[config.mk]
export PLATFORM = sky130hd
export DESIGN_NAME = thc_temp
export DESIGN_NICKNAME = d
export VERILOG_FILES = /design/src/sv/thc_pkg.sv /design/src/sv/thc_temp.sv
export SDC_FILE = /design/constraint.sdc
export NUM_CORES = 2
export LEC_CHECK = 0
export BUFFER_PORTS_ARGS = -buffer_cell sky130_fd_sc_hd__buf_2
export CAP_MARGIN = 10
export CORE_AREA = 2 2 364 366
export CTS_BUF_LIST = sky130_fd_sc_hd__clkbuf_8
export CTS_CLUSTER_SIZE = 24
export DETAILED_ROUTE_END_ITERATION = 10
export DIE_AREA = 0 0 366 368
export REMOVE_ABC_BUFFERS = 1
export SYNTH_ARGS = -nofsm -noshare
export SYNTH_HDL_FRONTEND = slang
export SYNTH_SLANG_ARGS = --single-unit
[constraint.sdc]
create_clock -name clk -period 12.8 [get_ports clk]
set_clock_uncertainty 0.1 [all_clocks]
set_input_delay 3.84 -clock clk [delete_from_list [all_inputs] [get_ports clk]]
set_output_delay 3.84 -clock clk [all_outputs]
set_load 0.05 [all_outputs]
[src/sv/thc_pkg.sv]
// Shared types, constants and helpers for the temperature/humidity compensation block.
// No dependencies; every other file refers to this package by scoped names.
package thc_pkg;

	localparam int NUM_STAGES = 16;

	localparam int IN_W  = 40;
	localparam int OUT_W = 72;
	localparam int CFG_W = 24;

	// Compensation constants
	localparam logic [31:0] FINE_OFFSET = 32'd76800;
	localparam logic [31:0] HUM_ROUND   = 32'd16384;
	localparam logic [31:0] HUM_MID     = 32'd32768;
	localparam logic [31:0] HUM_BIAS    = 32'd2097152;
	localparam logic [31:0] GAIN_ROUND  = 32'd8192;
	localparam logic [31:0] CENTI_ROUND = 32'd128;
	localparam logic signed [31:0] HUM_MAX   = 32'sd419430400;
	localparam logic signed [31:0] CENTI_MAX = 32'sd32767;
	localparam logic signed [31:0] CENTI_MIN = -32'sd32768;

	typedef enum logic [2:0] {
		REG_TEMP_TRIM_ONE   = 3'd0,
		REG_TEMP_TRIM_TWO   = 3'd1,
		REG_TEMP_TRIM_THREE = 3'd2,
		REG_HUM_TRIM_ONE    = 3'd3,
		REG_HUM_TRIM_TWO    = 3'd4,
		REG_HUM_TRIM_THREE  = 3'd5,
		REG_HUM_TRIM_45     = 3'd6,
		REG_HUM_TRIM_SIX    = 3'd7
	} cfg_reg_e;

	// Trim words, already sign or zero extended to 32 bits
	typedef struct packed {
		logic [31:0] t1;
		logic [31:0] t2;
		logic [31:0] t3;
		logic [31:0] h1;
		logic [31:0] h2;
		logic [31:0] h3;
		logic [31:0] h4;
		logic [31:0] h5;
		logic [31:0] h6;
	} trim_t;

	// Per-stage load strobes from the pipeline control
	typedef struct packed {
		logic [NUM_STAGES-1:0] load;
	} stage_ctl_t;

	function automatic logic [31:0] asr32(input logic [31:0] x, input logic [4:0] n);
		return $unsigned($signed(x) >>> n);
	endfunction

endpackage

[src/sv/thc_temp.sv]
// Temperature half of the pipeline, stages 1 to 6: fine temperature and
// saturated centidegrees; also forms the humidity offset term. Uses thc_pkg.
module thc_temp (
	input  logic                clk,
	input  thc_pkg::stage_ctl_t ctl,
	input  thc_pkg::trim_t      trim,
	input  logic [19:0]         raw_temperature,
	input  logic [15:0]         raw_humidity,
	output logic [31:0]         v_s5,
	output logic [15:0]         raw_hum_s5,
	output logic [31:0]         fine_s6,
	output logic [15:0]         centi_s6
);

	logic [31:0] x1_s1, d_s1, m1_s2, dd_s2, p1_s3, m2_s3, fine_s4;
	logic [31:0] fine_s5, tc_s5;
	logic [15:0] rh_s1, rh_s2, rh_s3, rh_s4;
	logic [31:0] tsh;

	always_ff @(posedge clk) begin
		if (ctl.load[0]) begin
			x1_s1 <= 32'(raw_temperature >> 3) - {15'd0, trim.t1[15:0], 1'b0};
			d_s1  <= 32'(raw_temperature >> 4) - trim.t1;
			rh_s1 <= raw_humidity;
		end
		if (ctl.load[1]) begin
			m1_s2 <= x1_s1 * trim.t2;
			dd_s2 <= d_s1 * d_s1;
			rh_s2 <= rh_s1;
		end
		if (ctl.load[2]) begin
			p1_s3 <= thc_pkg::asr32(m1_s2, 5'd11);
			m2_s3 <= thc_pkg::asr32(dd_s2, 5'd12) * trim.t3;
			rh_s3 <= rh_s2;
		end
		if (ctl.load[3]) begin
			fine_s4 <= p1_s3 + thc_pkg::asr32(m2_s3, 5'd14);
			rh_s4   <= rh_s3;
		end
		if (ctl.load[4]) begin
			fine_s5    <= fine_s4;
			tc_s5      <= fine_s4 * 32'd5 + thc_pkg::CENTI_ROUND;
			v_s5       <= fine_s4 - thc_pkg::FINE_OFFSET;
			raw_hum_s5 <= rh_s4;
		end
		if (ctl.load[5]) begin
			fine_s6 <= fine_s5;
			if ($signed(tsh) > thc_pkg::CENTI_MAX) begin
				centi_s6 <= 16'(thc_pkg::CENTI_MAX);
			end else if ($signed(tsh) < thc_pkg::CENTI_MIN) begin
				centi_s6 <= 16'(thc_pkg::CENTI_MIN);
			end else begin
				centi_s6 <= tsh[15:0];
			end
		end
	end

	assign tsh = thc_pkg::asr32(tc_s5, 5'd8);

endmodule

==> flow_metrics.py <==
metrics = {
    "status": {
        "status": "complete, no violations",
    },
    "worst_setup_path": {
        "cp.required_ps": 13150,
        "worstPathMaxFanout": 18,
        "r2r.worst_path.cells": 27,
        "timing.rr.end": "dd_s2[31]",
        "r2r-start": "x1_s1[4]",
        "critPathKind": "input pin to flop",
        "critPathCaptureType": "flop",
        "start_kind": "input pin",
        "critPathLaunch": "trim[227]",
        "cp.arrival_ps": 11080,
        "rrSetupSlack_ps": 4420,
    },
    "hold_path": {
        "hold_path_class": "flop to flop",
        "hold_end": "p1_s3[15]",
        "min_path_cells": 0,
        "min_from": "m1_s2[26]",
    },
    "clocking": {
        "max-clock-path-buffers": 3,
        "cts_setup_buffers": 0,
        "clock_sinks": 321,
        "cts-htree-levels": 2,
        "ctsResizeCount": 0,
        "clk_pin_slew_ps": 60,
        "cts_buffers": 55,
        "cts_tree": "built",
        "root_buffer": "clkbuf_8",
        "cts_hold_buf": 0,
        "clk_latency_ps": 720,
    },
    "synthesis": {
        "async_flop_share_pct": 0,
        "netlist_instances": 5123,
        "yosysSeqAreaShare_pct": 18.1,
        "synth-seq-cells": 321,
        "ys_warn_count": 0,
        "netlist_area_um2": 53200,
        "synthFlopType": "edfxtp_1",
        "yosys.cell_types.count": 67,
        "synth-edff-count": 321,
        "synth.avg_cell_area_um2": 10.4,
    },
    "place": {
        "io_buffers": 230,
        "dp_hpwl_um": 94000,
        "gp_congestion": 0.849,
    },
    "route": {
        "wl_met1_um": 49900,
        "num_vias": 33638,
        "first_pass_iters": 5,
        "routed-wl-met2_um": 59700,
        "wl_per_cell_um": 16.7,
        "wl_met3_um": 5080,
        "viasPerCell": 4.78,
        "drt_iter0_markers": 1385,
        "drc": 0,
        "top_layer": "met5",
        "drtAntennaViolNets": 0,
        "routed_wl_um": 117000,
    },
    "floorplan": {
        "num_rows": 133,
        "fp.dieW_um": 366,
        "die_area_um2": 135000,
        "fp.coreArea_um2": 131000,
        "ios": 437,
        "die-height_um": 368,
        "initial_core_util_pct": 40.7,
    },
    "final_layout": {
        "postLayoutCoreUtil_pct": 43.7,
        "layout_common_cells": "inv_1, fa_1, and2_1, nand2_1, ha_1",
        "area_growth_pct": 7.24,
        "final_common_cell": "inv_1",
        "fill_cells": 12725,
        "nNetsFinal": 7116,
        "layout-drive-gt1-share_pct": 7.23,
    },
    "sta": {
        "tightest_slew_ps": 1140,
        "hold_viol": 0,
        "finalSetupTns_ps": 0,
        "rsz0062_at_grt": "false",
        "finalCritPeriodShare_pct": 83.9,
        "fmax_ghz": 0.0932,
        "min_period_ps": 10730,
        "maxSlewHeadroom_pct": 24.1,
        "drv_slew": 0,
        "setup_viol": 0,
    },
    "grt": {
        "grt-ovfl-total": 0,
        "grt_max_degree": 63,
        "antenna_found_initial": 4,
        "grt_pass1_wl_um": 197000,
        "grt_use_total_pct": 18.4,
        "grt_pass1_vias": 37414,
    },
    "job": {
        "maxCapViolations": 0,
    },
}
## cells in the mapped netlist, drive strengths merged, types with 6 or more instances
library cell	instances	area, um2
inv	1208	4530
fa	1092	21900
and2	616	3850
nand2	518	1940
ha	454	5680
edfxtp	321	9640
clkbuf	195	732
xnor2	178	1560
nor2	89	334
a21oi	67	350
xor2	64	561
o21ai	36	195
nor3	33	165
o21a	31	233
a21o	25	188
buf	22	161
nand3	22	110
nor2b	19	119
or2	14	87.6
nand2b	13	83.8
or3	10	62.6
a31oi	9	68.8
and3	9	56.3
o21bai	9	67.6
nand4	7	43.8
o211ai	6	50.1
## area by class of cell
| class | instances | area, um2 | area share (%) |
|---|---|---|---|
| Antenna cell | 3 | 7.51 | 0.0131 |
| Clock buffer | 55 | 757 | 1.33 |
| Clock inverter | 46 | 367 | 0.642 |
| Inverter | 1208 | 4530 | 7.94 |
| Multi-Input combinational cell | 3377 | 38200 | 66.9 |
| Sequential cell | 321 | 9640 | 16.9 |
| Tap cell | 1755 | 2200 | 3.85 |
| Timing Repair Buffer | 266 | 1420 | 2.49 |
## per-layer routing
| layer | global-route usage (%) | vias to the layer above |
|---|---|---|
| li1 | - | 15447 |
| met1 | 23.7 | 17364 |
| met2 | 32.8 | 669 |
| met3 | 2.11 | 154 |
| met4 | 4.35 | 4 |
| met5 | 0 | - |
## registers in the layout, summed over array words and instances (netlist names), 18 cells and up
register  flops
dd_s2        20
v_s5         32
fine_s6      22
tc_s5        24
fine_s4      22
x1_s1        18
m2_s3        18
p1_s3        21
m1_s2        21
## critical path: stages
cell,delay [ps]
buf_2,350
and2_1,240
inv_1,70
fa_1,510
fa_1,500
inv_1,70
fa_1,800
fa_1,550
fa_1,500
fa_1,570
fa_1,440
fa_1,470
ha_1,340
o21a_1,190
o21ai_0,250
nor2_1,80
o21ai_1,200
a31oi_1,190
a21o_1,240
a21o_1,200
a21oi_1,170
xnor2_1,300
## cell families after synthesis
logic type | Yosys count | synth area share (%)
flops | 321 | 18.1
simple gates | 1364 | 13.1
mux | 1 | 0.0188
fa+ha+maj | 1546 | 51.7
compound gates | 224 | 2.90
xor+xnor | 242 | 3.98
buf+inv | 1425 | 10.2
## stage by stage
stage,setup WS (ps),instances,hold WS [ps],cell area (um2)
2_1_floorplan,2610,4906,300,52400
3_3_place_gp,1450,6927,300,56000
3_5_place_dp,1370,6927,305,56000
4_1_cts,2150,7028,243,57100
5_1_grt,1880,7029,240,57100
6_report,2070,7031,243,57100
## how the worst max path moves through the flow
| stage | slack (ps) | to |
|---|---|---|
| 3_3_place_gp | 1450 | m2_s3[30] |
| 6_report | 2070 | m1_s2[31] |
| 4_1_cts | 2150 | m2_s3[30] |
| 3_5_place_dp | 1370 | m2_s3[30] |
| 5_1_grt | 1880 | m1_s2[31] |
| 2_1_floorplan | 2610 | m1_s2[31] |
Power is not shown: default switching activity piles up to over one toggle a cycle in this logic, so the estimate is an artifact.
