[src/sv/thc_pkg.sv]
// Shared types, constants and helpers for the temperature/humidity compensation block.
// No dependencies; every other file refers to this package by scoped names.
package thc_pkg;

	localparam int NUM_STAGES = 16;

	localparam int IN_W  = 40;
	localparam int OUT_W = 72;
	localparam int CFG_W = 24;

	// Compensation constants
	localparam logic [31:0] FINE_OFFSET = 32'd76800;
	localparam logic [31:0] HUM_ROUND   = 32'd16384;
	localparam logic [31:0] HUM_MID     = 32'd32768;
	localparam logic [31:0] HUM_BIAS    = 32'd2097152;
	localparam logic [31:0] GAIN_ROUND  = 32'd8192;
	localparam logic [31:0] CENTI_ROUND = 32'd128;
	localparam logic signed [31:0] HUM_MAX   = 32'sd419430400;
	localparam logic signed [31:0] CENTI_MAX = 32'sd32767;
	localparam logic signed [31:0] CENTI_MIN = -32'sd32768;

	typedef enum logic [2:0] {
		REG_TEMP_TRIM_ONE   = 3'd0,
		REG_TEMP_TRIM_TWO   = 3'd1,
		REG_TEMP_TRIM_THREE = 3'd2,
		REG_HUM_TRIM_ONE    = 3'd3,
		REG_HUM_TRIM_TWO    = 3'd4,
		REG_HUM_TRIM_THREE  = 3'd5,
		REG_HUM_TRIM_45     = 3'd6,
		REG_HUM_TRIM_SIX    = 3'd7
	} cfg_reg_e;

	// Trim words, already sign or zero extended to 32 bits
	typedef struct packed {
		logic [31:0] t1;
		logic [31:0] t2;
		logic [31:0] t3;
		logic [31:0] h1;
		logic [31:0] h2;
		logic [31:0] h3;
		logic [31:0] h4;
		logic [31:0] h5;
		logic [31:0] h6;
	} trim_t;

	// Per-stage load strobes from the pipeline control
	typedef struct packed {
		logic [NUM_STAGES-1:0] load;
	} stage_ctl_t;

	function automatic logic [31:0] asr32(input logic [31:0] x, input logic [4:0] n);
		return $unsigned($signed(x) >>> n);
	endfunction

endpackage

[src/sv/thc_ctrl.sv]
// Valid/ready control for the compensation pipeline: one valid bit per stage.
// A stage loads when it is empty or the stage after it moves. Uses thc_pkg.
module thc_ctrl (
	input  logic                clk,
	input  logic                arst_n,
	input  logic                in_valid,
	output logic                in_ready,
	output logic                out_valid,
	input  logic                out_ready,
	output thc_pkg::stage_ctl_t ctl
);

	logic [thc_pkg::NUM_STAGES-1:0] vld_q;
	logic [thc_pkg::NUM_STAGES:0]   rdy;
	logic [thc_pkg::NUM_STAGES-1:0] vin;

	always_comb begin
		rdy[thc_pkg::NUM_STAGES] = out_ready;
		for (int k = thc_pkg::NUM_STAGES - 1; k >= 0; k--) begin
			rdy[k] = !vld_q[k] || rdy[k+1];
		end
		vin = {vld_q[thc_pkg::NUM_STAGES-2:0], in_valid};
		ctl.load = rdy[thc_pkg::NUM_STAGES-1:0];
	end

	always_ff @(posedge clk or negedge arst_n) begin
		if (!arst_n) begin
			vld_q <= '0;
		end else begin
			for (int k = 0; k < thc_pkg::NUM_STAGES; k++) begin
				if (rdy[k]) begin
					vld_q[k] <= vin[k];
				end
			end
		end
	end

	assign in_ready  = rdy[0];
	assign out_valid = vld_q[thc_pkg::NUM_STAGES-1];

endmodule

[config.mk]
export PLATFORM = sky130hd
export DESIGN_NAME = thc_ctrl
export DESIGN_NICKNAME = d
export VERILOG_FILES = /design/src/sv/thc_pkg.sv /design/src/sv/thc_ctrl.sv
export SDC_FILE = /design/constraint.sdc
export NUM_CORES = 1
export LEC_CHECK = 0
export ABC_AREA = 1
export BUFFER_PORTS_ARGS = -buffer_cell sky130_fd_sc_hd__buf_2
export CORE_MARGIN = 1.5
export CORE_UTILIZATION = 46
export CTS_BUF_LIST = sky130_fd_sc_hd__clkbuf_2
export DETAILED_ROUTE_END_ITERATION = 12
export PLACE_DENSITY = 0.8
export SYNTH_ARGS = -nofsm -noshare
export SYNTH_HDL_FRONTEND = slang
export SYNTH_SLANG_ARGS = --single-unit
[constraint.sdc]
create_clock -name clk -period 1.71 [get_ports clk]
set_input_delay 0.342 -clock clk [delete_from_list [all_inputs] [get_ports clk]]
set_output_delay 0.342 -clock clk [all_outputs]
set_load 0.005 [all_outputs]
==> qor.tcl <==
set qor(dp_worst_setup_slack_ps) -232.2
set qor(numCtsBuffers) 3
set qor(synth_seq_cells) 16
set qor(dp.cells) 109
set qor(insertion_delay_ps) 270
set qor(switch_pwr_mw) 0.3828
set qor(groute.layer.met2.usage_pct) 27.81
set qor(clkSlewWorstSetupHoldPaths_ps) 130
set qor(final-setup-viol-count) 12
set qor(synth_top_area_cell) {sky130_fd_sc_hd__dfrtp_1}
set qor(p_clk_share_pct) 13.9
set qor(ctsHtreeMaxLevel) 1
set qor(power.total_mw) 1.111
set qor(syn_avg_cell_area_um2) 10.36
set qor(synthCells) 68
set qor(grt_most_used_layer) {met2}
set qor(die_outline_width_um) 42.13
set qor(swShare_pct) 34.47
set qor(antenna_violations_before_repair) 0
set qor(top_cells_by_instance_count_after_synthesis) {sky130_fd_sc_hd__inv_1, sky130_fd_sc_hd__nand2_1, sky130_fd_sc_hd__dfrtp_1, sky130_fd_sc_hd__nand4_4, sky130_fd_sc_hd__or2_2}
set qor(fp-row-count) 13
set qor(gpl.final_weighted_congestion) 0.7014
set qor(multiInputGateArea_um2) 241.5
set qor(violations) {negative setup slack}
set qor(num-fill-cells) 117
set qor(power.internal_mw) 0.7279
set qor(layout-area-overhead-vs-synth_pct) 36.23
set qor(timing.fmax_mhz) 465.4
set qor(netlist_top_cells_area) {sky130_fd_sc_hd__dfrtp_1, sky130_fd_sc_hd__inv_1, sky130_fd_sc_hd__nand2_1}
set qor(grt.met3_usage_pct) 2.586
set qor(drive_gt1_share_pct) 48.08
set qor(worstMarginPinSlew_ps) 358.1
set qor(totalWireLength_um) 1251
set qor(ys_types) 12
set qor(cts_tree) {done}
set qor(port_buffers) 21
set qor(finalHoldWorstSlack_ps) 257.5
set qor(design.die.area_um2) 1775
set qor(crit_fanout) 5
set qor(final-instance-count-excl-fill) 119
set qor(rsz0062_at_grt) {true}
set qor(flip_flop_count_of_the_largest_register_all_copies_and_words_added) 16
set qor(wire_per_inst_um) 10.51
set qor(fin_crit_sh_pct) 125.7
set qor(final_period_minus_worst_setup_slack_ps) 2149
set qor(yosysWarningCount) 0
set qor(cts_num_sinks) 16
set qor(power.combinational.fraction_pct) 38.9
set qor(part_of_the_power_in_registers_pct) 47.2
set qor(crit_arrival_ps) 1810
set qor(slew_headroom_pct) 76.12
set qor(drt_drc_violations_left) 0
set qor(synth_edf_count) 0
set qor(ys_dominant_reg_cell) {sky130_fd_sc_hd__dfrtp_1}
set qor(max_cap_viol_count) 0
set qor(holdCritPathClass) {in2reg}
set qor(synth_async_sr_flop_share_pct) 100.0
set qor(reg_top3) {vld_q: 16 flops}
set qor(synth.net_count) 72
set qor(synth_area_um2) 704.4
set qor(setup_slack_ps) -438.7
set qor(core_footprint_um2) 1366
set qor(clk_root_buffer_cell) {sky130_fd_sc_hd__clkbuf_2}
set qor(critPathCaptureType) {output pin}
set qor(status) {finished with violations}
set qor(largest_net_degree_at_the_start_of_global_routing) 17
set qor(vias_in_the_first_global_route) 539
set qor(power-per-cell-area_nw_per_um2) 1157
set qor(grt_util_met1_pct) 17.78
set qor(vdd_drop_max_mv) 0.8065
set qor(max-clock-path-buffers) 2
set qor(hold_violations) 0
set qor(yosys.cell_count.top_type) {sky130_fd_sc_hd__inv_1}
set qor(die_y_um) 42.13
set qor(regArea_um2) 400.4
set qor(clock-skew-final_ps) 10.62
set qor(critical_path_class) {reg2out}
set qor(worst_ep_required_time_ps) 1370
set qor(first_pass_grt_wire_length_um) 2125
set qor(boundaryPins) 22
set qor(postRouteAntennaNets) 0
set qor(top_register) {vld_q}
set qor(synth.top_cell.area_share_pct) 56.84
set qor(stdcell_area_um2) 959.7
set qor(gr-usage-all-layers_pct) 15.79
set qor(drt_iter0_markers) 6
set qor(starting_density_of_the_core_pct) 51.56
set qor(first_pass_iters) 4
set qor(synth.yosys.seq_area_share_pct) 56.84
set qor(layout.nets) 110
set qor(overflow) 0
set qor(p_leak_nw) 0.5106
set qor(vias_per_cell) 4.639
set qor(critPathLaunchType) {register}
set qor(dpl_wire_length_um) 874.7
set qor(vias) 552
set qor(drv_slew) 0
set qor(diode_count) 0
set qor(placedInstanceArea_um2) 865.8
[cell type report]
cell class	instances	area share (%)
clock buffer	3	1.565
tap	15	1.956
inverter	19	7.432
timing repair buffer	34	22.16
multi-input combinational	32	25.16
sequential	16	41.72
[what timing repair did]
item | 4_1_cts | 5_1_grt
endpoints found under the setup margin | 12 | 12
resized for setup | 1 | 4
hold endpoints to repair | 16 | 0
buffers inserted | 2 | 6
hold buffers | 1 | 0
[metal layers]
| metal | part of all wire (%) | routed length (µm) |
|---|---|---|
| met5 | 0 | 0 |
| met4 | 0.64 | 8 |
| met3 | 5.8 | 73 |
| met2 | 49 | 615 |
| met1 | 44 | 554 |
[stage by stage]
step | TNS (ps) | util, %
detailed placement | -1123 | 63.37
global route | -5114 | 70.24
floorplan | -184.8 | -
global placement | -679.1 | 63.37
CTS | -3661 | 66.48
finish | -3418 | 70.24
[power groups by stage]
stage | logic, mW | clock network (mW) | registers (mW)
after global routing | 0.485 | 0.172 | 0.536
after detailed placement | 0.356 | 0 | 0.527
after global placement | 0.346 | 0 | 0.522
after CTS | 0.380 | 0.161 | 0.519
final | 0.432 | 0.154 | 0.524
after floorplan | 0.205 | 0 | 0.515
[cells in the final DEF (no fill, tap or decap), drive strengths merged]
cell type | Yosys | final
or2 | 3 | 3
nand2 | 17 | 17
dlygate4sd3 | 0 | 1
nor3 | 1 | 1
nand3 | 3 | 3
buf | 1 | 33
clkbuf | 0 | 3
nand4 | 4 | 4
dfrtp | 16 | 16
inv | 19 | 19
nor2 | 4 | 4
[critical path: stages (launching register included)]
cell and delay, ps:
sky130_fd_sc_hd__dfrtp_1 410, sky130_fd_sc_hd__nand4_4 130, sky130_fd_sc_hd__nor3_4 180, sky130_fd_sc_hd__nand4_4 120, sky130_fd_sc_hd__nor2_4 130, sky130_fd_sc_hd__nand4_4 100
sky130_fd_sc_hd__nor2_4 180, sky130_fd_sc_hd__buf_4 140, sky130_fd_sc_hd__inv_1 30, sky130_fd_sc_hd__buf_2 110
[worst paths after layout]
check	cells past startpoint	endpoint	from	slack, ps
worst max register to register	9	vld_q[1]$_DFFE_PN0P_	vld_q[14]$_DFFE_PN0P_	120
max in group asynchronous	2	vld_q[15]$_DFFE_PN0P_	arst_n	950
worst max-delay path	9	ctl[3]	vld_q[14]$_DFFE_PN0P_	-440
worst min register to register	2	vld_q[4]$_DFFE_PN0P_	vld_q[3]$_DFFE_PN0P_	490
worst min-delay path	3	vld_q[0]$_DFFE_PN0P_	in_valid	260
min in group asynchronous	2	vld_q[8]$_DFFE_PN0P_	arst_n	490
[logic make-up (layout without fill, tap and decap cells)]
group	Yosys count	in the layout	share of synthesized area (%)
AND/OR/NAND/NOR	32	32	31.97
buffers and inverters	20	56	11.19
flip-flops	16	16	56.84
No activity file was read; power rests on OpenSTA's default activity.
